===== src/rtl/core/atcw_pkg.sv =====
// shared types, constants and the colour palette for the ansi text console writer
`timescale 1ns / 1ps
`default_nettype none

package atcw_pkg;

	localparam int COLS_W  = 10;
	localparam int SLOT_OW = 10;
	localparam int COL_OW  = 9;
	localparam int RGB_W   = 24;

	localparam logic [RGB_W-1:0] FORE_DEFAULT = 24'hC0C0C0;
	localparam logic [RGB_W-1:0] BACK_DEFAULT = 24'h000000;
	localparam logic [COLS_W-1:0] COLS_RESET  = 10'd80;

	localparam logic [7:0] CH_ESC   = 8'h1B;
	localparam logic [7:0] CH_LF    = 8'h0A;
	localparam logic [7:0] CH_BS    = 8'h08;
	localparam logic [7:0] CH_SPACE = 8'h20;
	localparam logic [7:0] CH_LBRK  = 8'h5B;
	localparam logic [7:0] CH_SEMI  = 8'h3B;
	localparam logic [7:0] CH_M     = 8'h6D;
	localparam logic [7:0] CH_ZERO  = 8'h30;
	localparam logic [7:0] CH_NINE  = 8'h39;

	localparam logic OP_BYTE  = 1'b0;
	localparam logic OP_CLEAR = 1'b1;

	localparam logic KIND_CELL  = 1'b0;
	localparam logic KIND_CLEAR = 1'b1;

	typedef struct packed {
		logic               kind;
		logic [SLOT_OW-1:0] line_slot;
		logic [COL_OW-1:0]  column;
		logic [7:0]         glyph;
		logic [RGB_W-1:0]   fore;
		logic [RGB_W-1:0]   back;
		logic               last;
	} atcw_result_t;

	// controller to datapath
	typedef struct packed {
		logic accept;
		logic sgr_step;
		logic sel;
	} atcw_cmd_t;

	// datapath to controller
	typedef struct packed {
		logic [1:0] n_res;
		logic       sgr_go;
		logic       sgr_last;
	} atcw_status_t;

	function automatic logic [RGB_W-1:0] palette16(input logic [3:0] idx);
		logic [RGB_W-1:0] rgb;
		case (idx)
			4'd0:    rgb = 24'h000000;
			4'd1:    rgb = 24'hAA0000;
			4'd2:    rgb = 24'h00AA00;
			4'd3:    rgb = 24'hAA5500;
			4'd4:    rgb = 24'h0000AA;
			4'd5:    rgb = 24'hAA00AA;
			4'd6:    rgb = 24'h00AAAA;
			4'd7:    rgb = 24'hAAAAAA;
			4'd8:    rgb = 24'h555555;
			4'd9:    rgb = 24'hFF5555;
			4'd10:   rgb = 24'h55FF55;
			4'd11:   rgb = 24'hFFFF55;
			4'd12:   rgb = 24'h5555FF;
			4'd13:   rgb = 24'hFF55FF;
			4'd14:   rgb = 24'h55FFFF;
			default: rgb = 24'hFFFFFF;
		endcase
		return rgb;
	endfunction

endpackage

`default_nettype wire


===== src/rtl/core/atcw_ifs.sv =====
// request channel interfaces: console bytes in, cell and line writes out
`timescale 1ns / 1ps
`default_nettype none

interface atcw_in_if import atcw_pkg::*; ();
	logic       valid;
	logic       ready;
	logic       op;
	logic [7:0] byte_in;

	modport source(output valid, op, byte_in, input ready);
	modport sink(input valid, op, byte_in, output ready);
endinterface

interface atcw_out_if import atcw_pkg::*; ();
	logic               valid;
	logic               ready;
	logic               kind;
	logic [SLOT_OW-1:0] line_slot;
	logic [COL_OW-1:0]  column;
	logic [7:0]         glyph;
	logic [RGB_W-1:0]   fore;
	logic [RGB_W-1:0]   back;
	logic               last;

	modport source(output valid, kind, line_slot, column, glyph, fore, back, last, input ready);
	modport sink(input valid, kind, line_slot, column, glyph, fore, back, last, output ready);
endinterface

`default_nettype wire


===== src/rtl/core/atcw_ctrl.sv =====
// controller: sequences accept, sgr walk and delivery of up to two results
`timescale 1ns / 1ps
`default_nettype none

module atcw_ctrl import atcw_pkg::*; (
	input  logic         clk,
	input  logic         arst_n,
	input  logic         in_valid,
	output logic         in_ready,
	output logic         out_valid,
	input  logic         out_ready,
	input  atcw_status_t status,
	output atcw_cmd_t    cmd
);

	localparam logic [1:0] ST_IDLE = 2'd0;
	localparam logic [1:0] ST_SGR  = 2'd1;
	localparam logic [1:0] ST_OUT0 = 2'd2;
	localparam logic [1:0] ST_OUT1 = 2'd3;

	logic [1:0] state_q;
	logic [1:0] state_d;
	logic       two_q;
	logic       in_fire;
	logic       out_fire;

	assign in_ready  = (state_q == ST_IDLE);
	assign out_valid = (state_q == ST_OUT0) || (state_q == ST_OUT1);
	assign in_fire   = in_valid && in_ready;
	assign out_fire  = out_valid && out_ready;

	assign cmd.accept   = in_fire;
	assign cmd.sgr_step = (state_q == ST_SGR);
	assign cmd.sel      = (state_q == ST_OUT1);

	always_comb begin
		state_d = state_q;
		case (state_q)
			ST_IDLE: begin
				if (in_fire) begin
					if (status.n_res != 2'd0) begin
						state_d = ST_OUT0;
					end else if (status.sgr_go) begin
						state_d = ST_SGR;
					end
				end
			end
			ST_SGR: begin
				if (status.sgr_last) begin
					state_d = ST_IDLE;
				end
			end
			ST_OUT0: begin
				if (out_fire) begin
					state_d = two_q ? ST_OUT1 : ST_IDLE;
				end
			end
			ST_OUT1: begin
				if (out_fire) begin
					state_d = ST_IDLE;
				end
			end
			default: state_d = ST_IDLE;
		endcase
	end

	always_ff @(posedge clk or negedge arst_n) begin
		if (!arst_n) begin
			state_q <= ST_IDLE;
			two_q   <= 1'b0;
		end else begin
			state_q <= state_d;
			if (in_fire) begin
				two_q <= (status.n_res == 2'd2);
			end
		end
	end

endmodule

`default_nettype wire


===== src/rtl/core/atcw_dp.sv =====
// datapath: escape parser, sgr colour state, cursor, ring slots and result registers
`timescale 1ns / 1ps
`default_nettype none

module atcw_dp import atcw_pkg::*; #(
	parameter int RING_LINES  = 1024,
	parameter int MAX_PARAMS  = 8,
	parameter int MAX_COLUMNS = 512
) (
	input  logic              clk,
	input  logic              arst_n,
	input  logic              cfg_we,
	input  logic [COLS_W-1:0] cfg_wdata,
	input  logic              op,
	input  logic [7:0]        byte_in,
	input  atcw_cmd_t         cmd,
	output atcw_status_t      status,
	output atcw_result_t      result
);

	localparam int SLOT_W = $clog2(RING_LINES);
	localparam int LT_W   = $clog2(RING_LINES + 1);
	localparam int COL_W  = $clog2(MAX_COLUMNS + 1);
	localparam int PIDX_W = (MAX_PARAMS > 1) ? $clog2(MAX_PARAMS) : 1;

	localparam logic [1:0] MODE_NORMAL = 2'd0;
	localparam logic [1:0] MODE_ESC    = 2'd1;
	localparam logic [1:0] MODE_CSI    = 2'd2;

	logic [COLS_W-1:0] columns_q;
	logic [1:0]        mode_q, mode_d;
	logic [PIDX_W-1:0] count_q, count_d;
	logic [31:0]       acc_q, acc_d;
	logic [31:0]       params_q [MAX_PARAMS];
	logic              pwr_en;
	logic [RGB_W-1:0]  fore_q, back_q, sgr_fore, sgr_back;
	logic [COL_W-1:0]  cursor_q, cursor_d, eff_cols;
	logic [LT_W-1:0]   lt_q, lt_d;
	logic [SLOT_W-1:0] head_q, head_d, cur_slot, new_slot;
	logic [SLOT_W:0]   slot_sum, head_sum, next_sum;
	logic [PIDX_W-1:0] sgr_idx_q, sgr_last_q;
	logic              sgr_go;
	logic [1:0]        n_res;
	logic [31:0]       p;
	atcw_result_t      res0_q, res1_q, res0_d, res1_d;

	function automatic atcw_result_t mk_res(input logic kind, input logic [SLOT_W-1:0] slot,
			input logic [COL_W-1:0] col, input logic [7:0] glyph,
			input logic [RGB_W-1:0] fg, input logic [RGB_W-1:0] bg, input logic last);
		atcw_result_t r;
		r.kind      = kind;
		r.line_slot = SLOT_OW'(slot);
		r.column    = COL_OW'(col);
		r.glyph     = glyph;
		r.fore      = fg;
		r.back      = bg;
		r.last      = last;
		return r;
	endfunction

	// slot of the newest line and the one after it, both modulo the ring size
	always_comb begin
		slot_sum = (SLOT_W+1)'(head_q) + (SLOT_W+1)'(lt_q - LT_W'(1));
		if (slot_sum >= (SLOT_W+1)'(RING_LINES)) begin
			cur_slot = SLOT_W'(slot_sum - (SLOT_W+1)'(RING_LINES));
		end else begin
			cur_slot = SLOT_W'(slot_sum);
		end
		next_sum = (SLOT_W+1)'(cur_slot) + (SLOT_W+1)'(1);
		new_slot = (next_sum == (SLOT_W+1)'(RING_LINES)) ? '0 : SLOT_W'(next_sum);
		head_sum = (SLOT_W+1)'(head_q) + (SLOT_W+1)'(1);
	end

	always_comb begin
		if (columns_q == '0) begin
			eff_cols = COL_W'(1);
		end else if (32'(columns_q) > MAX_COLUMNS) begin
			eff_cols = COL_W'(MAX_COLUMNS);
		end else begin
			eff_cols = COL_W'(columns_q);
		end
	end

	// one sgr parameter per cycle
	always_comb begin
		p        = params_q[sgr_idx_q];
		sgr_fore = fore_q;
		sgr_back = back_q;
		if (p == 32'd0) begin
			sgr_fore = FORE_DEFAULT;
			sgr_back = BACK_DEFAULT;
		end else if (p == 32'd39) begin
			sgr_fore = FORE_DEFAULT;
		end else if (p == 32'd49) begin
			sgr_back = BACK_DEFAULT;
		end else if (p inside {[32'd30:32'd37]}) begin
			sgr_fore = palette16(4'(p - 32'd30));
		end else if (p inside {[32'd90:32'd97]}) begin
			sgr_fore = palette16(4'(p - 32'd82));
		end else if (p inside {[32'd40:32'd47]}) begin
			sgr_back = palette16(4'(p - 32'd40));
		end else if (p inside {[32'd100:32'd107]}) begin
			sgr_back = palette16(4'(p - 32'd92));
		end
	end

	always_comb begin
		mode_d   = mode_q;
		count_d  = count_q;
		acc_d    = acc_q;
		pwr_en   = 1'b0;
		cursor_d = cursor_q;
		lt_d     = lt_q;
		head_d   = head_q;
		sgr_go   = 1'b0;
		n_res    = 2'd0;
		res0_d   = mk_res(KIND_CLEAR, new_slot, '0, CH_SPACE, fore_q, back_q, 1'b1);
		res1_d   = mk_res(KIND_CELL, new_slot, '0, byte_in, fore_q, back_q, 1'b1);
		if (op == OP_CLEAR) begin
			mode_d   = MODE_NORMAL;
			count_d  = '0;
			acc_d    = '0;
			head_d   = '0;
			lt_d     = LT_W'(1);
			cursor_d = '0;
			n_res    = 2'd1;
			res0_d   = mk_res(KIND_CLEAR, '0, '0, CH_SPACE, fore_q, back_q, 1'b1);
		end else begin
			case (mode_q)
				MODE_ESC: begin
					mode_d  = (byte_in == CH_LBRK) ? MODE_CSI : MODE_NORMAL;
					count_d = '0;
					acc_d   = '0;
				end
				MODE_CSI: begin
					if (byte_in inside {[CH_ZERO:CH_NINE]}) begin
						acc_d = (acc_q << 3) + (acc_q << 1) + 32'(byte_in - CH_ZERO);
					end else if (byte_in == CH_SEMI) begin
						if ((PIDX_W+1)'(count_q) + (PIDX_W+1)'(1) < (PIDX_W+1)'(MAX_PARAMS)) begin
							pwr_en  = 1'b1;
							count_d = count_q + PIDX_W'(1);
							acc_d   = '0;
						end
					end else begin
						pwr_en  = 1'b1;
						sgr_go  = (byte_in == CH_M);
						mode_d  = MODE_NORMAL;
						count_d = '0;
						acc_d   = '0;
					end
				end
				default: begin
					if (byte_in == CH_ESC) begin
						mode_d = MODE_ESC;
					end else if (byte_in == CH_LF) begin
						n_res    = 2'd1;
						cursor_d = '0;
						if (lt_q < LT_W'(RING_LINES)) begin
							lt_d = lt_q + LT_W'(1);
						end else begin
							head_d = (head_sum == (SLOT_W+1)'(RING_LINES)) ? '0 : SLOT_W'(head_sum);
						end
					end else if (byte_in == CH_BS) begin
						if (cursor_q != '0) begin
							n_res    = 2'd1;
							cursor_d = cursor_q - COL_W'(1);
							res0_d   = mk_res(KIND_CELL, cur_slot, cursor_q - COL_W'(1), CH_SPACE,
								fore_q, back_q, 1'b1);
						end
					end else if (cursor_q >= eff_cols) begin
						// wrap: clear the new line, then the cell at its column zero
						n_res    = 2'd2;
						cursor_d = COL_W'(1);
						res0_d.last = 1'b0;
						if (lt_q < LT_W'(RING_LINES)) begin
							lt_d = lt_q + LT_W'(1);
						end else begin
							head_d = (head_sum == (SLOT_W+1)'(RING_LINES)) ? '0 : SLOT_W'(head_sum);
						end
					end else begin
						n_res    = 2'd1;
						cursor_d = cursor_q + COL_W'(1);
						res0_d   = mk_res(KIND_CELL, cur_slot, cursor_q, byte_in, fore_q, back_q, 1'b1);
					end
				end
			endcase
		end
	end

	assign status.n_res    = n_res;
	assign status.sgr_go   = sgr_go;
	assign status.sgr_last = (sgr_idx_q == sgr_last_q);
	assign result          = cmd.sel ? res1_q : res0_q;

	always_ff @(posedge clk or negedge arst_n) begin
		if (!arst_n) begin
			columns_q  <= COLS_RESET;
			mode_q     <= MODE_NORMAL;
			count_q    <= '0;
			acc_q      <= '0;
			fore_q     <= FORE_DEFAULT;
			back_q     <= BACK_DEFAULT;
			cursor_q   <= '0;
			lt_q       <= LT_W'(1);
			head_q     <= '0;
			sgr_idx_q  <= '0;
			sgr_last_q <= '0;
		end else begin
			if (cfg_we) begin
				columns_q <= cfg_wdata;
			end
			if (cmd.accept) begin
				mode_q   <= mode_d;
				count_q  <= count_d;
				acc_q    <= acc_d;
				cursor_q <= cursor_d;
				lt_q     <= lt_d;
				head_q   <= head_d;
				if (sgr_go) begin
					sgr_idx_q  <= '0;
					sgr_last_q <= count_q;
				end
			end
			if (cmd.sgr_step) begin
				fore_q    <= sgr_fore;
				back_q    <= sgr_back;
				sgr_idx_q <= sgr_idx_q + PIDX_W'(1);
			end
		end
	end

	// parameter slots are always written before the walk reads them
	always_ff @(posedge clk) begin
		if (cmd.accept && pwr_en) begin
			params_q[count_q] <= acc_q;
		end
		if (cmd.accept) begin
			res0_q <= res0_d;
			res1_q <= res1_d;
		end
	end

endmodule

`default_nettype wire


===== src/rtl/core/ansi_text_console_writer_core.sv =====
// top level of the ansi text console writer: controller, datapath and checks
//
// usage
//   console: request channel of console bytes (op 0) or a scrollback clear (op 1)
//   writes : request channel of cell writes (kind 0) and line-slot clears (kind 1),
//            each carrying the slot, column, glyph and the colours in force
//   cfg_we / cfg_wdata: writes the column count; only while the block is idle
// timing
//   a request is taken only when nothing is in flight; its first result shows in
//   the cycle after acceptance and stays until taken; a wrapping printable byte
//   gives two results and a parser byte none
//   the final 'm' of an sgr sequence walks the stored parameters one per cycle
//   through a single read of the parameter file
//   'last' marks the final result of each request
// reset
//   parser normal, colours c0c0c0 on black, cursor 0, one line at slot 0,
//   80 columns; no clearing pass is needed
// stalls
//   while the receiver holds ready low the result register holds and console
//   ready stays low
`timescale 1ns / 1ps
`default_nettype none

module ansi_text_console_writer_core import atcw_pkg::*; #(
	parameter int RING_LINES  = 1024,
	parameter int MAX_PARAMS  = 8,
	parameter int MAX_COLUMNS = 512
) (
	input  logic              clk,
	input  logic              arst_n,
	input  logic              cfg_we,
	input  logic [COLS_W-1:0] cfg_wdata,
	atcw_in_if.sink           console,
	atcw_out_if.source        writes
);

	atcw_cmd_t    cmd;
	atcw_status_t status;
	atcw_result_t result;

	// state machine: idle / sgr walk / first result / second result
	atcw_ctrl u_ctrl (
		.clk       (clk),
		.arst_n    (arst_n),
		.in_valid  (console.valid),
		.in_ready  (console.ready),
		.out_valid (writes.valid),
		.out_ready (writes.ready),
		.status    (status),
		.cmd       (cmd)
	);

	// parser, colour and cursor state plus the two result registers
	atcw_dp #(
		.RING_LINES  (RING_LINES),
		.MAX_PARAMS  (MAX_PARAMS),
		.MAX_COLUMNS (MAX_COLUMNS)
	) u_dp (
		.clk       (clk),
		.arst_n    (arst_n),
		.cfg_we    (cfg_we),
		.cfg_wdata (cfg_wdata),
		.op        (console.op),
		.byte_in   (console.byte_in),
		.cmd       (cmd),
		.status    (status),
		.result    (result)
	);

	// result fields straight from the selected result register
	assign writes.kind      = result.kind;
	assign writes.line_slot = result.line_slot;
	assign writes.column    = result.column;
	assign writes.glyph     = result.glyph;
	assign writes.fore      = result.fore;
	assign writes.back      = result.back;
	assign writes.last      = result.last;

`ifndef ASSERT_OFF
	// never take a new request while a result is still on offer
	a_no_overlap: assert property (@(posedge clk) disable iff (!arst_n)
		!(console.ready && writes.valid))
		else $error("console request taken while a result is pending");

	// a scrollback clear is answered next cycle by a final clear of slot zero
	a_clear_resp: assert property (@(posedge clk) disable iff (!arst_n)
		(console.valid && console.ready && console.op == OP_CLEAR) |=>
		(writes.valid && writes.kind == KIND_CLEAR && writes.line_slot == '0 && writes.last))
		else $error("clear request not answered by slot zero clear");

	// line clears always carry column zero and a blank
	a_clear_shape: assert property (@(posedge clk) disable iff (!arst_n)
		(writes.valid && writes.kind == KIND_CLEAR) |->
		(writes.column == '0 && writes.glyph == CH_SPACE))
		else $error("line clear with non-zero column or non-blank glyph");

	// after the final result of a request nothing more is offered
	a_last_ends: assert property (@(posedge clk) disable iff (!arst_n)
		(writes.valid && writes.ready && writes.last) |=> !writes.valid)
		else $error("result offered after the final one");

	// a non-final result is followed by a cell write to the same slot
	a_wrap_pair: assert property (@(posedge clk) disable iff (!arst_n)
		(writes.valid && writes.ready && !writes.last) |=>
		(writes.valid && writes.kind == KIND_CELL && writes.column == '0 &&
		writes.line_slot == $past(writes.line_slot)))
		else $error("wrap clear not followed by cell write at column zero");
`endif

endmodule

`default_nettype wire

===== src/flat_wrapper.sv =====
// flat-port wrapper written by rule: the top's interface ports become plain ports
module ansi_text_console_writer_core_flat import atcw_pkg::*;
#(
	parameter int RING_LINES  = 1024,
	parameter int MAX_PARAMS  = 8,
	parameter int MAX_COLUMNS = 512
)
  (clk, arst_n, cfg_we, cfg_wdata, console_valid, console_op, console_byte_in, console_ready, writes_valid, writes_kind, writes_line_slot, writes_column, writes_glyph, writes_fore, writes_back, writes_last, writes_ready);
  atcw_in_if console_i ();
  atcw_out_if writes_i ();
  input  logic clk;
  input  logic arst_n;
  input  logic cfg_we;
  input  logic [COLS_W-1:0] cfg_wdata;
  input wire logic [$bits(console_i.valid)-1:0] console_valid;
  input wire logic [$bits(console_i.op)-1:0] console_op;
  input wire logic [$bits(console_i.byte_in)-1:0] console_byte_in;
  output wire logic [$bits(console_i.ready)-1:0] console_ready;
  output wire logic [$bits(writes_i.valid)-1:0] writes_valid;
  output wire logic [$bits(writes_i.kind)-1:0] writes_kind;
  output wire logic [$bits(writes_i.line_slot)-1:0] writes_line_slot;
  output wire logic [$bits(writes_i.column)-1:0] writes_column;
  output wire logic [$bits(writes_i.glyph)-1:0] writes_glyph;
  output wire logic [$bits(writes_i.fore)-1:0] writes_fore;
  output wire logic [$bits(writes_i.back)-1:0] writes_back;
  output wire logic [$bits(writes_i.last)-1:0] writes_last;
  input wire logic [$bits(writes_i.ready)-1:0] writes_ready;
  assign console_i.valid = console_valid;
  assign console_i.op = console_op;
  assign console_i.byte_in = console_byte_in;
  assign console_ready = console_i.ready;
  assign writes_valid = writes_i.valid;
  assign writes_kind = writes_i.kind;
  assign writes_line_slot = writes_i.line_slot;
  assign writes_column = writes_i.column;
  assign writes_glyph = writes_i.glyph;
  assign writes_fore = writes_i.fore;
  assign writes_back = writes_i.back;
  assign writes_last = writes_i.last;
  assign writes_i.ready = writes_ready;
  ansi_text_console_writer_core #(.RING_LINES(RING_LINES), .MAX_PARAMS(MAX_PARAMS), .MAX_COLUMNS(MAX_COLUMNS)) u_core (.clk(clk), .arst_n(arst_n), .cfg_we(cfg_we), .cfg_wdata(cfg_wdata), .console(console_i), .writes(writes_i));
endmodule

===== config.mk =====
export PLATFORM = sky130hd
export DESIGN_NAME = ansi_text_console_writer_core_flat
export DESIGN_NICKNAME = d
export VERILOG_FILES = /design/src/rtl/core/atcw_pkg.sv /design/src/rtl/core/atcw_ifs.sv /design/src/rtl/core/atcw_ctrl.sv /design/src/rtl/core/atcw_dp.sv /design/src/rtl/core/ansi_text_console_writer_core.sv /design/src/flat_wrapper.sv
export SDC_FILE = /design/constraint.sdc
export NUM_CORES = 1
export LEC_CHECK = 0
export ABC_AREA = 1
export BUFFER_PORTS_ARGS = -buffer_cell sky130_fd_sc_hd__clkbuf_2
export CAP_MARGIN = 25
export CORE_ASPECT_RATIO = 0.6
export CORE_UTILIZATION = 63
export CTS_BUF_LIST = sky130_fd_sc_hd__clkbuf_8 sky130_fd_sc_hd__clkbuf_16
export DETAILED_ROUTE_END_ITERATION = 10
export GPL_TIMING_DRIVEN = 0
export PLACE_DENSITY = 0.79
export SYNTH_ARGS = -nofsm -noshare
export SYNTH_HDL_FRONTEND = slang
export SYNTH_SLANG_ARGS = --single-unit

===== constraint.sdc =====
create_clock -name clk -period 10 [get_ports clk]
set_clock_uncertainty 0.1 [all_clocks]
set_input_delay 0.5 -clock clk [delete_from_list [all_inputs] [get_ports clk]]
set_output_delay 0.5 -clock clk [all_outputs]
set_load 0.03 [all_outputs]

== Word-level counts from Yosys, hierarchy flattened ==
Memory sizes are Yosys's and may differ from the RTL's.
Index checks and enable logic that the tools add are counted.
Word-level totals
  input port bits: 24
  bits in read-only memories: 1536
  register bits after elaboration: 278
  output and inout bits: 79
  RAM bits: 256
  memories kept: 5
  word-level logic and storage cells: 221
Operators by class
  $lt $le $gt $ge: 15
  equal/unequal tests: 34
  multiplexer cells: 92
  reductions and logical operators: 33
  add/subtract/negate cells: 18
Memories
  (name not given): depth 16, width 24, read ports 1, clocked after Yosys merged registers in 0, write ports 0, RTL line atcw_pkg.sv:58  | case (idx)
  (name not given): depth 16, width 24, read ports 1, clocked after Yosys merged registers in 0, write ports 0, RTL line atcw_pkg.sv:58
  (name not given): depth 16, width 24, read ports 1, clocked after Yosys merged registers in 0, write ports 0, RTL line atcw_pkg.sv:58
  (name not given): depth 16, width 24, read ports 1, clocked after Yosys merged registers in 0, write ports 0, RTL line atcw_pkg.sv:58
  u_core.u_dp.params_q: depth 8, width 32, read ports 1, clocked after Yosys merged registers in 0, write ports 1, RTL line atcw_dp.sv:34  | logic [31:0] params_q [MAX_PARAMS];
Operators with widths (number)
  76-bit two-way mux: 4
  24-bit two-way mux: 12
  77-bit two-way mux: 3
  10-bit two-way mux: 19
  32-bit two-way mux: 4
  11-bit two-way mux: 7
  32-bit adder: 2
  32-bit by 6-bit equality test with 1-bit output, second input constant: 2
  32-bit by 7-bit >= comparator with 1-bit output, second input constant: 2
  32-bit by 6-bit <= comparator with 1-bit output, second input constant: 2
  32-bit by 7-bit <= comparator with 1-bit output, second input constant: 2
  32-bit case mux with 2 select lines: 1
  49-bit two-way mux: 1
  2-bit two-way mux: 18
  32-bit by 5-bit >= comparator with 1-bit output, second input constant: 1
  32-bit by 6-bit >= comparator with 1-bit output, second input constant: 1
  32-bit logical NOT: 1
  10-bit by 1-bit adder with 11-bit output, second input constant: 2
  11-bit equality test, second input constant: 2
  3-bit two-way mux: 7
  10-bit by 1-bit subtractor with 10-bit output, second input constant: 2
  3-bit != test, second input constant: 6
  8-bit by 4-bit equality test with 1-bit output, second input constant: 2
  8-bit by 7-bit equality test with 1-bit output, second input constant: 2
  other kinds (45): 87

== Longest topological paths before layout ==
Gate-level depths: netlist (run 1).
  depth in word-level cells: 14
  mapped depth: 24
  mapped depth without buffers: 20

== Cells and area by module ==
From an unflattened synthesis (run 1), not the netlist that was laid out.
Unflattened totals
  cell total of the unflattened synthesis: 2422
  area, all modules: 22799.4 sq um
Modules (own cells, without submodules)
  atcw_dp: cells each 2382, seq. area each 12036.5 sq um, area an instance 22531.6 sq um, instances 1
  atcw_ctrl: cells each 40, seq. area each 75.1 sq um, area an instance 267.8 sq um, instances 1

== Least setup slack after synthesis (run 1) ==
Ideal clock, no wire load.
  path type: register -> register
  start: reg u_core.u_ctrl.state_q[1]
  end: mem u_core.u_dp.params_q[6][0], enable pin
  period minus slack after synthesis: 7.678 ns
  library setup time: 0.461 ns
  cell stages (with the launch flop): 8
  path slack: 2.322 ns
  data arrival time: 7.116 ns
  buffers on the path: 0
  data required time: 9.439 ns
  cells stage by stage: dfrtp_1 -> nor2_1 -> inv_1 -> nor2_1 -> inv_1 -> nor4_1 -> nand2_1 -> nor3_1
Between the ends
  word-level cells in the longest chain between the ends: 5
Ends and longest elaborated chain
  start, declared: RTL line atcw_ctrl.sv:21  | logic [1:0] state_q;
  start signal, assigned: RTL line atcw_ctrl.sv:72  | state_q <= state_d;
  2-bit logical NOT: RTL line atcw_ctrl.sv:27  | assign in_ready = (state_q == ST_IDLE);
  via console_ready: RTL line flat_wrapper.sv:18  | output wire logic [$bits(console_i.ready)-1:0] console_ready;
  1-bit logical AND: RTL line atcw_ctrl.sv:29  | assign in_fire = in_valid && in_ready;
  via u_core.u_ctrl.in_fire: RTL line atcw_ctrl.sv:24  | logic in_fire;
  1-bit logical AND: RTL line atcw_dp.sv:234  | if (cmd.accept && pwr_en) begin
  1-bit two-way mux: RTL line atcw_dp.sv:234
  1-bit two-way mux (not written as such): RTL line atcw_dp.sv:235  | params_q[count_q] <= acc_q;
  end, declared: RTL line atcw_dp.sv:34
The timed path passes the listed nets, and every way through them passes these cells.

== Worst setup path in the final report (run 1) ==
  start: reg u_core.u_dp.columns_q[7]
  end: reg u_core.u_dp.res0_q[70] (netlist name) (data pin)
Between the ends
  word-level cells in the longest chain between the ends: 9
  elaborated cells on any way between the ends: 10
  those cells by class: 2 x order compare; 7 x mux; 1 x reduce/logical
Ends and longest elaborated chain
  start, declared: RTL line atcw_dp.sv:30  | logic [COLS_W-1:0] columns_q;
  start signal, assigned: RTL line atcw_dp.sv:210  | columns_q <= cfg_wdata;
  10-bit greater-than comparator: RTL line atcw_dp.sv:77  | end else if (32'(columns_q) > MAX_COLUMNS) begin
  10-bit two-way mux: RTL line atcw_dp.sv:77
  10-bit two-way mux *: RTL line atcw_dp.sv:75  | if (columns_q == '0) begin
  10-bit >= comparator *: RTL line atcw_dp.sv:170  | end else if (cursor_q >= eff_cols) begin
  76-bit two-way mux *: RTL line atcw_dp.sv:170
  77-bit two-way mux *: RTL line atcw_dp.sv:163  | end else if (byte_in == CH_BS) begin
  76-bit two-way mux *: RTL line atcw_dp.sv:155  | end else if (byte_in == CH_LF) begin
  76-bit two-way mux *: RTL line atcw_dp.sv:153  | if (byte_in == CH_ESC) begin
  76-bit two-way mux *: RTL line atcw_dp.sv:129  | case (mode_q)
  end signal, assigned: RTL line atcw_dp.sv:238  | res0_q <= res0_d;
  end, declared: RTL line atcw_dp.sv:45  | atcw_result_t res0_q, res1_q, res0_d, res1_d;
Every way passes the cells marked *; elsewhere a longest branch is shown, timed or not.
A chain may end at the register's enable or synchronous reset.

==> flow_results.org, run 1 <==
** Final layout
- Signed area change from the synthesized netlist to the final layout :: 11.9%
- Number of fillers in the final layout :: 2704
- Once layout is done, the placed cells without fillers occupy 26300 µm².
- Proportion of layout cells with a drive suffix above 1 :: 11.5%
- At the end of the flow, the number of nets in the layout was 2961.
- Util after Layout :: 72.0%

** Logic synthesis
- Most instantiated cells after synthesis :: sky130_fd_sc_hd__nand2_1, sky130_fd_sc_hd__inv_1, sky130_fd_sc_hd__edfxtp_1, sky130_fd_sc_hd__nor2_1, sky130_fd_sc_hd__nand3_1
- Yosys instantiated no cell more often than sky130_fd_sc_hd__nand2_1.
- By area the synthesized netlist is led by sky130_fd_sc_hd__edfxtp_1, sky130_fd_sc_hd__nand2_1, sky130_fd_sc_hd__dfrtp_1, sky130_fd_sc_hd__inv_1, sky130_fd_sc_hd__ha_1.
- The top cell type by area accounts for 40.6% of the synthesized area.
- Async set-reset flop share out of synthesis :: 24.3%
- Count of flip-flops with a built-in enable after synthesis :: 318
- Main flop type after synthesis :: sky130_fd_sc_hd__edfxtp_1
- Post-synthesis sequential area ratio :: 51.5%
- Summed over all instances, the cell type with the most area after synthesis is sky130_fd_sc_hd__edfxtp_1.
- Cell count after synthesis :: 2669
- In this run the mean area of a mapped cell was 8.81 µm².
- Counting distinct cell types in the post-synthesis netlist gives 60.
- Nets in the synthesized netlist :: 2802
- Post-Synthesis Cell Area :: 23500 µm²
- For this run, the number of Yosys warnings is 0.
- Synthesis inferred 420 register bits.

** CTS
- TritonCTS built the clock tree.
- Once the clock tree was built, the setup fixing pass inserted 0 buffers.
- Clock-pin slew was measured on the worst setup and hold paths at 0.06 ns.
- CTS H-tree depth :: 2
- Clock root cell :: sky130_fd_sc_hd__clkbuf_16
- Post-cts gate resize count :: 0
- Clk Latency, worst-skew pair :: 0.57 ns
- Clock buffer depth :: 3
- For this design, the sink count on the clock tree is 420.
- Hold Buf Count CTS :: 1
- The number of clock buffers added by TritonCTS is 40.

** Critical path
- Launching element type of the critical path :: flip-flop
- The worst register-to-register path has a setup slack of 5.67 ns.
- Worst Path Max Fanout :: 10
- Launching point of the worst reg2reg path :: u_core.u_dp.columns_q[7]$_DFFE_PN0P_
- The number of cells on the worst reg-to-reg path is 16.
- In this design, the stage delay of the slowest critical-path cell is 0.72 ns.
- For the worst setup path, the data required time is 10.20 ns.
- STA puts the critical path data arrival time at 4.53 ns.
- Capturing point of the worst reg2reg path :: u_core.u_dp.res0_q[70]$_SDFFCE_PP0P_
- In this run the worst setup path begins at u_core.u_dp.columns_q[7]$_DFFE_PN0P_.
- Standard cell with the maximum stage delay on the critical path :: sky130_fd_sc_hd__o31ai_1
- In this design, the critical path's most frequently occurring cell is sky130_fd_sc_hd__nand2_1.
- Category of the critical setup timing path :: reg2reg
- Critical Path Sink :: u_core.u_dp.res0_q[70]$_SDFFCE_PP0P_
- Chain of cells forming the critical path :: inv_1, nand4_1, o31ai_1, nand2_1, ha_1, nand2_1, nor4_1, nand3_1, nand3_1, nand2_1, nand2_1, nor2_1, nand2_1, inv_1, o21ai_0, a21oi_1
- STA classifies the critical path endpoint as a flip-flop.

** Route
- The first TritonRoute pass finished after 6 iterations.
- In this run the remaining antenna-violating nets after routing total 0.
- Dividing the detail-routed wire length by the instance count gives 19.6 µm.
- Via density :: 5.83
- Count of vias placed by the detailed router :: 19600
- DRC violations left :: 0
- Summed over all layers, the routed wires come to 66000 µm.
- After the first detailed-routing iteration, the DRC count stood at 2533.

** STA
- The final critical path takes up 43.3% of the cycle.
- Maximum achievable frequency :: 231 MHz
- Max-slew violations :: 0
- The final number of hold-violating endpoints was 0.
- Slew at the pin closest to its max-slew limit :: 0.943 ns
- Setup repair after global routing left no endpoint under its margin.
- Relative slew slack :: 35.5%
- Setup-violating endpoint count in the final report :: 0
- The worst path needs 4.33 ns of the cycle, external delays included.

** Power
- VDD sags by at most 0.000169 V.
- The analysis attributes to cell leakage a power of 12.2 nW.
- Pwr Density :: 274 nW/µm²
- Power after layout :: 7.20 mW

** Placement
- Count of buffers from port buffering :: 100
- Summed over all nets, the half-perimeter wirelength after detailed placement is 48100 µm.
- After detailed placement, the total cell area comes to 25000 µm².
- The congestion estimate from routability-driven global placement came to 1.01.

** Run status
- Outcome :: finished clean

** Floorplanning
- The die is 251 µm wide.
- The floorplan step defined a die boundary enclosing 38100 µm².
- For this design the top-level I/O count stands at 103.
- Effective utilization at floorplan :: 64.3%
- The die is 152 µm tall.
- Standard-cell row count :: 54
- Core region area :: 36600 µm²

** Global routing
- Entering global routing, the biggest net connects 103 pins.
- The first global-routing pass estimated 101000 µm of wire.
- Antenna violations before repair :: 0
- Global routing consumed, over all layers together, 34.9% of the routing resources.
- For this run the aggregate overflow at the end of global routing stands at 0.
- The number of global-route vias before repair was 18400.

** Worst hold path
- HP Class :: in2reg

** Run
- Max-cap violations in this run came to 0.
-- flip-flops by register name, indices dropped and copies added, names as in the netlist --
signal and flops:
u_core.u_dp.res0_q 44, u_core.u_ctrl.state_q 2, u_core.u_dp.acc_q 32, u_core.u_dp.sgr_last_q 3, u_core.u_dp.count_q 3, u_core.u_dp.res1_q 18, u_core.u_dp.columns_q 10, u_core.u_dp.cursor_q 10
u_core.u_dp.mode_q 2, u_core.u_dp.head_q 10, u_core.u_dp.fore_q 10, u_core.u_dp.back_q 5, u_core.u_dp.params_q 256, u_core.u_dp.lt_q 11, u_core.u_ctrl.two_q 1, u_core.u_dp.sgr_idx_q 3
-- power by group --
group / leakage, nW / internal (mW) / switching (mW)
logic: 6.77 / 1.02 / 2.44
clock network: 0.680 / 0.891 / 0.683
registers: 4.71 / 2.08 / 0.0835
total: 12.2 / 4.00 / 3.20
-- worst max-delay path: cells and delay by family, from the launching register on --
| family | cells | cell delay, ns |
|---|---|---|
| adders and majority gates | 1 | 0.32 |
| AOI/OAI and AO/OA | 3 | 0.99 |
| and+or+nand+nor | 10 | 1.95 |
| buffers and inverters | 2 | 0.32 |
| DFF | 1 | 0.38 |
-- routing by layer --
metal	part of all wire, %	up-vias	wire length [µm]	track usage [%]
met4	2.2	0	1430	8.66
li1	-	9076	-	-
met1	42	9147	28000	52.3
met2	42	1214	27500	50.9
met3	14	159	9130	8.52
met5	0	-	0	0
-- layout make-up --
type	instances	area [µm²]	share of cell area (%)
tap	504	631	2.40
sequential	420	12100	46.0
buffer	126	790	3.00
clock buffer	43	1050	4.00
clock inverter	29	270	1.03
inverter	351	1320	5.02
antenna	1	2.50	0.00951
timing repair buffer	117	772	2.93
multi-input combinational	1772	9360	35.6
-- how the worst min path moves through the flow --
stage | startpoint | end | slack [ns] | cells past startpoint
finish | cfg_wdata[0] | u_core.u_dp.columns_q[0]$_DFFE_PN0P_ | 0.05 | 3
global route | cfg_wdata[5] | u_core.u_dp.columns_q[5]$_DFFE_PN0P_ | 0.07 | 3
CTS | cfg_wdata[0] | u_core.u_dp.columns_q[0]$_DFFE_PN0P_ | 0.04 | 3
detailed placement | u_core.u_dp.back_q[15]$_DFFE_PN0P_ | u_core.u_dp.res0_q[16]$_DFFE_PP_ | 0.34 | 0
global placement | u_core.u_dp.fore_q[13]$_DFFE_PN0P_ | u_core.u_dp.res0_q[38]$_DFFE_PP_ | 0.33 | 0
floorplan | arst_n | u_core.u_ctrl.state_q[0]$_DFFE_PN0P_ | 0.10 | 0
-- cell families after synthesis --
family / after synthesis / share of synthesized area [%]
buffers and inverters: 477 / 8.97
flip-flops: 420 / 51.5
AO/OA/AOI/OAI: 331 / 7.91
AND/OR/NAND/NOR: 1273 / 22.6
XOR/XNOR: 58 / 2.16
multiplexers: 1 / 0.0479
adder cells (fa/ha/maj): 109 / 6.76
-- metrics by stage --
step / setup TNS [ns] / hold WS, ns / instances / setup WS (ns)
4_1_cts: 0 / 0.0413 / 3362 / 5.78
3_3_place_gp: -73.31 / 0.333 / 3273 / -0.888
5_1_grt: 0 / 0.0679 / 3362 / 5.28
3_5_place_dp: 0 / 0.335 / 3289 / 5.81
2_1_floorplan: 0 / 0.104 / 2669 / 2.32
6_report: 0 / 0.0492 / 3363 / 5.67
-- layout by cell type (no fill, tap or decap), types with 11 or more instances in the layout --
cell type and instances:
sky130_fd_sc_hd__nand2_1 748, sky130_fd_sc_hd__inv_1 347, sky130_fd_sc_hd__edfxtp_1 318, sky130_fd_sc_hd__nor2_1 208, sky130_fd_sc_hd__nand3_1 188, sky130_fd_sc_hd__o21ai_0 143
sky130_fd_sc_hd__clkbuf_2 99, sky130_fd_sc_hd__a21oi_1 94, sky130_fd_sc_hd__dfrtp_1 94, sky130_fd_sc_hd__ha_1 79, sky130_fd_sc_hd__buf_4 60, sky130_fd_sc_hd__xor2_1 42
sky130_fd_sc_hd__clkbuf_16 41, sky130_fd_sc_hd__nor3_1 38, sky130_fd_sc_hd__clkbuf_1 31, sky130_fd_sc_hd__fa_1 30, sky130_fd_sc_hd__nand4_1 27, sky130_fd_sc_hd__buf_2 25
sky130_fd_sc_hd__o21ai_1 17, sky130_fd_sc_hd__xnor2_1 16, sky130_fd_sc_hd__buf_6 15, sky130_fd_sc_hd__o31ai_1 13, sky130_fd_sc_hd__or2_2 12, sky130_fd_sc_hd__nor4_1 12
sky130_fd_sc_hd__o22ai_1 11, sky130_fd_sc_hd__o211ai_1 11
(Power assumes the default switching activity.)
==> run 2, diff against run 1 <==
ABC_AREA = 0   (was 1)
CORE_UTILIZATION = 62   (was 63)
PLACE_DENSITY = 0.78   (was 0.79)
clock period = 4 ns   (was 10 ns; I/O delays follow)
==> flow_results.org, run 2 <==
** Logic synthesis
- Cell variety after synth :: 88 (was 60)
- Ys Warns :: 0 (unchanged)
- Count of flip-flops with a built-in enable after synthesis :: 318 (unchanged)
- Cell count after synthesis :: 1698 (was 2669)
- The mean area per synthesized cell was 12.3 µm² (was 8.81 µm²).
- The sequential-to-total area share from yosys stat is 57.8% (was 51.5%).
- The post-synth design cell area came to 21000 µm² (was 23500 µm²).
- Most instantiated cells after synthesis: sky130_fd_sc_hd__edfxtp_1, sky130_fd_sc_hd__nand2_1, sky130_fd_sc_hd__nor2_1, sky130_fd_sc_hd__dfrtp_1, sky130_fd_sc_hd__o21ai_0 (was sky130_fd_sc_hd__nand2_1, sky130_fd_sc_hd__inv_1, sky130_fd_sc_hd__edfxtp_1, sky130_fd_sc_hd__nor2_1, sky130_fd_sc_hd__nand3_1).
- Main area contributors after synthesis: sky130_fd_sc_hd__edfxtp_1, sky130_fd_sc_hd__dfrtp_1, sky130_fd_sc_hd__ha_1, sky130_fd_sc_hd__fa_1, sky130_fd_sc_hd__nand2_1 (was sky130_fd_sc_hd__edfxtp_1, sky130_fd_sc_hd__nand2_1, sky130_fd_sc_hd__dfrtp_1, sky130_fd_sc_hd__inv_1, sky130_fd_sc_hd__ha_1).
- The synthesized netlist net count was 1831 (was 2802).
- Synth top area share :: 45.6% (was 40.6%)
- Synth area leader :: sky130_fd_sc_hd__edfxtp_1 (unchanged)
- Count leader, synth :: sky130_fd_sc_hd__edfxtp_1 (was sky130_fd_sc_hd__nand2_1)
- The flop and latch count out of synthesis was 420 (unchanged).
- Async set-reset flop share out of synthesis :: 24.3% (unchanged)
- The primary flip-flop cell chosen by synthesis mapping is sky130_fd_sc_hd__edfxtp_1 (unchanged).

** Global routing
- First-pass GRT wire length :: 78600 µm (was 101000 µm)
- Vias in the first global route :: 13800 (was 18400)
- The leftover overflow at the end of global routing came to 0 (unchanged).
- The largest net degree at the start of global routing was 98 (was 103).
- Antenna violations before repair :: 0 (unchanged)
- The global routing usage summed across all routing layers came to 30.2% (was 34.9%).

** Route
- Average routed wire per standard cell :: 21.8 µm (was 19.6 µm)
- 1st-pass router iterations :: 5 (was 6)
- The final wirelength is 51700 µm (was 66000 µm).
- DRC violations left :: 0 (unchanged)
- The DRC violation total after the first TritonRoute iteration was 1577 (was 2533).
- Post-route antenna net violation count :: 0 (unchanged)
- The via-per-instance ratio was 6.22 (was 5.83).
- The vias after detailed routing is 14800 (was 19600).

** Critical path
- Standard cell with the maximum stage delay on the critical path :: sky130_fd_sc_hd__a222oi_1 (was sky130_fd_sc_hd__o31ai_1)
- The endpoint arrival time on the critical path was 4.20 ns (was 4.53 ns).
- The highest fanout seen on the critical path was 19 (was 10).
- The count of buffer and inverter cells on the critical path was 6 (was 2).
- Chain of cells forming the critical path: buf_8, buf_6, buf_12, buf_8, mux4_2, mux2i_4, inv_2, ha_2, a222oi_1, nand3_1, a21oi_4, nand3_4, buf_4, nor3_1, o21ai_1, a22o_1 (was inv_1, nand4_1, o31ai_1, nand2_1, ha_1, nand2_1, nor4_1, nand3_1, nand3_1, nand2_1, nand2_1, nor2_1, nand2_1, inv_1, o21ai_0, a21oi_1).
- Required time worst endpoint :: 4.34 ns (was 10.20 ns)
- The logic depth of the worst setup path including buffers was 16 (unchanged).
- The launching element type of the critical path is a flip-flop (unchanged).
- Path depth of the worst reg2reg path :: 16 (unchanged)
- Slowest cell delay on critical path :: 0.45 ns (was 0.72 ns)
- Capturing element type of the critical path :: flip-flop (unchanged)
- Most repeated library cell on the critical path :: sky130_fd_sc_hd__buf_8 (was sky130_fd_sc_hd__nand2_1)
- Top cell family by delay on the critical path :: compound AO/OA/AOI/OAI gates (was simple AND/OR/NAND/NOR gates)
- Category of the critical setup timing path :: reg2reg (unchanged)

** Floorplanning
- The full die area was 34600 µm² (was 38100 µm²).
- Core region area :: 32900 µm² (was 36600 µm²)
- The overall die height is 144 µm (was 152 µm).
- The x dimension of the die was 239 µm (was 251 µm).
- Standard-cell row count :: 51 (was 54)
- The effective utilization at floorplan was 63.8% (was 64.3%).
- Top-level I/O count :: 103 (unchanged)

** Placement
- Placed insts :: 2264 (was 3289)
- The final weighted congestion in routability-driven placement was 0.942 (was 1.01).
- The count of port buffers added during placement is 102 (was 100).
- Half-perimeter wire length after detailed placement :: 36500 µm (was 48100 µm)

** Run
- The number of maximum-capacitance constraint violations is 0 (unchanged).

** STA
- Slew at the pin closest to its max-slew limit :: 1.06 ns (was 0.943 ns)
- The hold slack is 0.0453 ns (was 0.0492 ns).
- The final number of hold-violating endpoints is 0 (unchanged).
- Maximum achievable frequency :: 259 MHz (was 231 MHz)
- The share of the clock period used by the worst path was 96.6% (was 43.3%).
- The number of pins exceeding their max-slew limit in the final report is 0 (unchanged).
- The worst slew margin relative to its limit was 28.7% (was 35.5%).
- Setup-violating endpoint count in the final report :: 0 (unchanged)
- Final worst path period need :: 3.86 ns (was 4.33 ns)

** Power
- Cell leakage power :: 9.10 nW (was 12.2 nW)
- The portion of total power attributed to sequential cells came to 36.8% (was 30.1%).
- The proportion of total power due to net switching came to 35.7% (was 44.5%).
- Comb pwr share :: 38.3% (was 48.1%)
- The worst ir drop on vdd is 0.000384 V (was 0.000169 V).
- The design internal power is 9.38 mW (was 4.00 mW).
- The power density over the cells came to 596 nW/µm² (was 274 nW/µm²).
- The net switching power of the design came to 5.21 mW (was 3.20 mW).
- Share of total power in the clock network :: 24.9% (was 21.9%)

** Final layout
- The number of flip-flops under the largest register name came to 256 (unchanged).
- The number of fillers in the final layout was 2102 (was 2704).
- Largest registers: u_core.u_dp.params_q: 256 flops, u_core.u_dp.res0_q: 44 flops, u_core.u_dp.acc_q: 32 flops (unchanged).
- Final instance count without filler cells :: 2375 (was 3363)
- Signed area change from the synthesized netlist to the final layout :: 16.8% (was 11.9%)
- Most used cells in the layout excluding fill and tap cells :: sky130_fd_sc_hd__edfxtp_1, sky130_fd_sc_hd__nand2_1, sky130_fd_sc_hd__clkbuf_2 (was sky130_fd_sc_hd__nand2_1, sky130_fd_sc_hd__inv_1, sky130_fd_sc_hd__edfxtp_1)
- Most common cell after layout, fill and taps aside :: sky130_fd_sc_hd__edfxtp_1 (was sky130_fd_sc_hd__nand2_1)
- The net total in the final layout was 2031 (was 2961).
- The fraction of layout cells with a size suffix above 1 came to 20.1% (was 11.5%).
- The area of combinational cells with multiple inputs came to 8360 µm² (was 9360 µm²).
- The register area came to 12100 µm² (about the same).
- The largest register by flop count was u_core.u_dp.params_q (unchanged).
- Number of inserted diodes :: 0 (was 1)

** Worst hold path
- The cell depth of the worst min-delay path came to 3 (unchanged).
- HP Class :: in2reg (unchanged)

** CTS
- The latest clock arrival within the worst-skew pair was 0.54 ns (was 0.57 ns).
- The clock tree from TritonCTS is yes (unchanged).
- The clock sink total was 420 (unchanged).
- CTS buffer count :: 39 (was 40)
- The root cell of the clock tree is sky130_fd_sc_hd__clkbuf_16 (unchanged).
- Clock buffer depth :: 3 (unchanged)
- Clock slew at the register clock pins of the worst setup and hold paths :: 0.06 ns (about the same)
- The H-tree depth reported by CTS was 2 (unchanged).

** Run status
- Outcome :: finished clean (unchanged)
==> run 2: worst register-to-register path, cell delays in order, from the launching register on <==
cell and delay (ns):
sky130_fd_sc_hd__dfrtp_1 0.39, sky130_fd_sc_hd__buf_8 0.11, sky130_fd_sc_hd__buf_6 0.14, sky130_fd_sc_hd__buf_12 0.18
sky130_fd_sc_hd__buf_8 0.17, sky130_fd_sc_hd__mux4_2 0.34, sky130_fd_sc_hd__mux2i_4 0.24, sky130_fd_sc_hd__inv_2 0.09
sky130_fd_sc_hd__ha_2 0.23, sky130_fd_sc_hd__a222oi_1 0.45, sky130_fd_sc_hd__nand3_1 0.23, sky130_fd_sc_hd__a21oi_4 0.26
sky130_fd_sc_hd__nand3_4 0.13, sky130_fd_sc_hd__buf_4 0.16, sky130_fd_sc_hd__nor3_1 0.21, sky130_fd_sc_hd__o21ai_1 0.13
sky130_fd_sc_hd__a22o_1 0.19
==> run 2: cell type report <==
class	count	area share, %
plain buffers	98	2.72
clock buffers	39	3.99
clock inverters	29	0.981
inverters	80	1.23
multi-input cells	1097	34.1
flip-flops and latches	420	49.5
well taps	450	2.30
repair buffers	162	5.12
==> run 2: through the flow <==
stage                     cell area, µm²  setup WS [ns]  utilization (%)  setup TNS (ns)  power [mW]
final                              24500          0.136             74.5               0        14.6
after CTS                          24200        0.00110             73.7               0        14.3
after global placement             22300          -1.11             67.8         -113.71        10.3
after detailed placement           22700         -0.861             69.0          -10.97        10.5
after floorplan                    21200         -0.266                -          -0.524        9.14
after global routing               24500        -0.0367             74.5         -0.0465        15.3
==> run 2: cell families after synthesis <==
family                     count (synthesis)  share of synthesized area, %
AOI/OAI and AO/OA                        331                          10.3
xor gates and xnor gates                  67                          2.80
adders and majority gates                109                          7.58
buffers and inverters                    181                          4.39
DFF                                      420                          57.8
muxes                                     73                          4.72
and+or+nand+nor                          517                          12.4
==> run 2: worst paths after layout <==
| path | start | endpoint | slack, ns |
|---|---|---|---|
| max | u_core.u_dp.sgr_idx_q[1]$_DFFE_PN0P_ | u_core.u_dp.fore_q[13]$_DFFE_PN0P_ | 0.14 |
| min | console_byte_in[5] | u_core.u_dp.res0_q[54]$_SDFFCE_PP1P_ | 0.05 |
| max reg2reg | u_core.u_dp.sgr_idx_q[1]$_DFFE_PN0P_ | u_core.u_dp.fore_q[13]$_DFFE_PN0P_ | 0.14 |
| min reg2reg | u_core.u_dp.back_q[22]$_DFFE_PN0P_ | u_core.u_dp.res0_q[23]$_DFFE_PP_ | 0.35 |
| max in group asynchronous | arst_n | u_core.u_dp.acc_q[5]$_DFFE_PN0P_ | 3.07 |
| min in group asynchronous | arst_n | u_core.u_dp.fore_q[23]$_DFFE_PN1P_ | 0.11 |
==> run 2: metal layers <==
metal / track usage [%] / share of wire (%) / up-vias
li1: - / - / 6704
met1: 48.5 / 46 / 7176
met2: 42.1 / 42 / 842
met3: 6.60 / 12 / 62
met4: 5.70 / 1.2 / 0
met5: 0 / 0 / -
==> run 2: power by group through the flow <==
stage	combinational (mW)	sequential (mW)	clock, mW
final	5.58	5.37	3.64
after detailed placement	5.05	5.45	0
after CTS	5.23	5.36	3.67
after global routing	6.02	5.40	3.84
after floorplan	3.76	5.38	0
after global placement	4.87	5.44	0
==> run 2: repair_timing <==
action | CTS | global route
hold buffers | 23 | 0
pin swaps | 4 | 8
endpoints found under the setup margin | 18 | 28
resized for setup | 22 | 37
hold endpoints to repair | 118 | 0
buffers inserted | 7 | 16
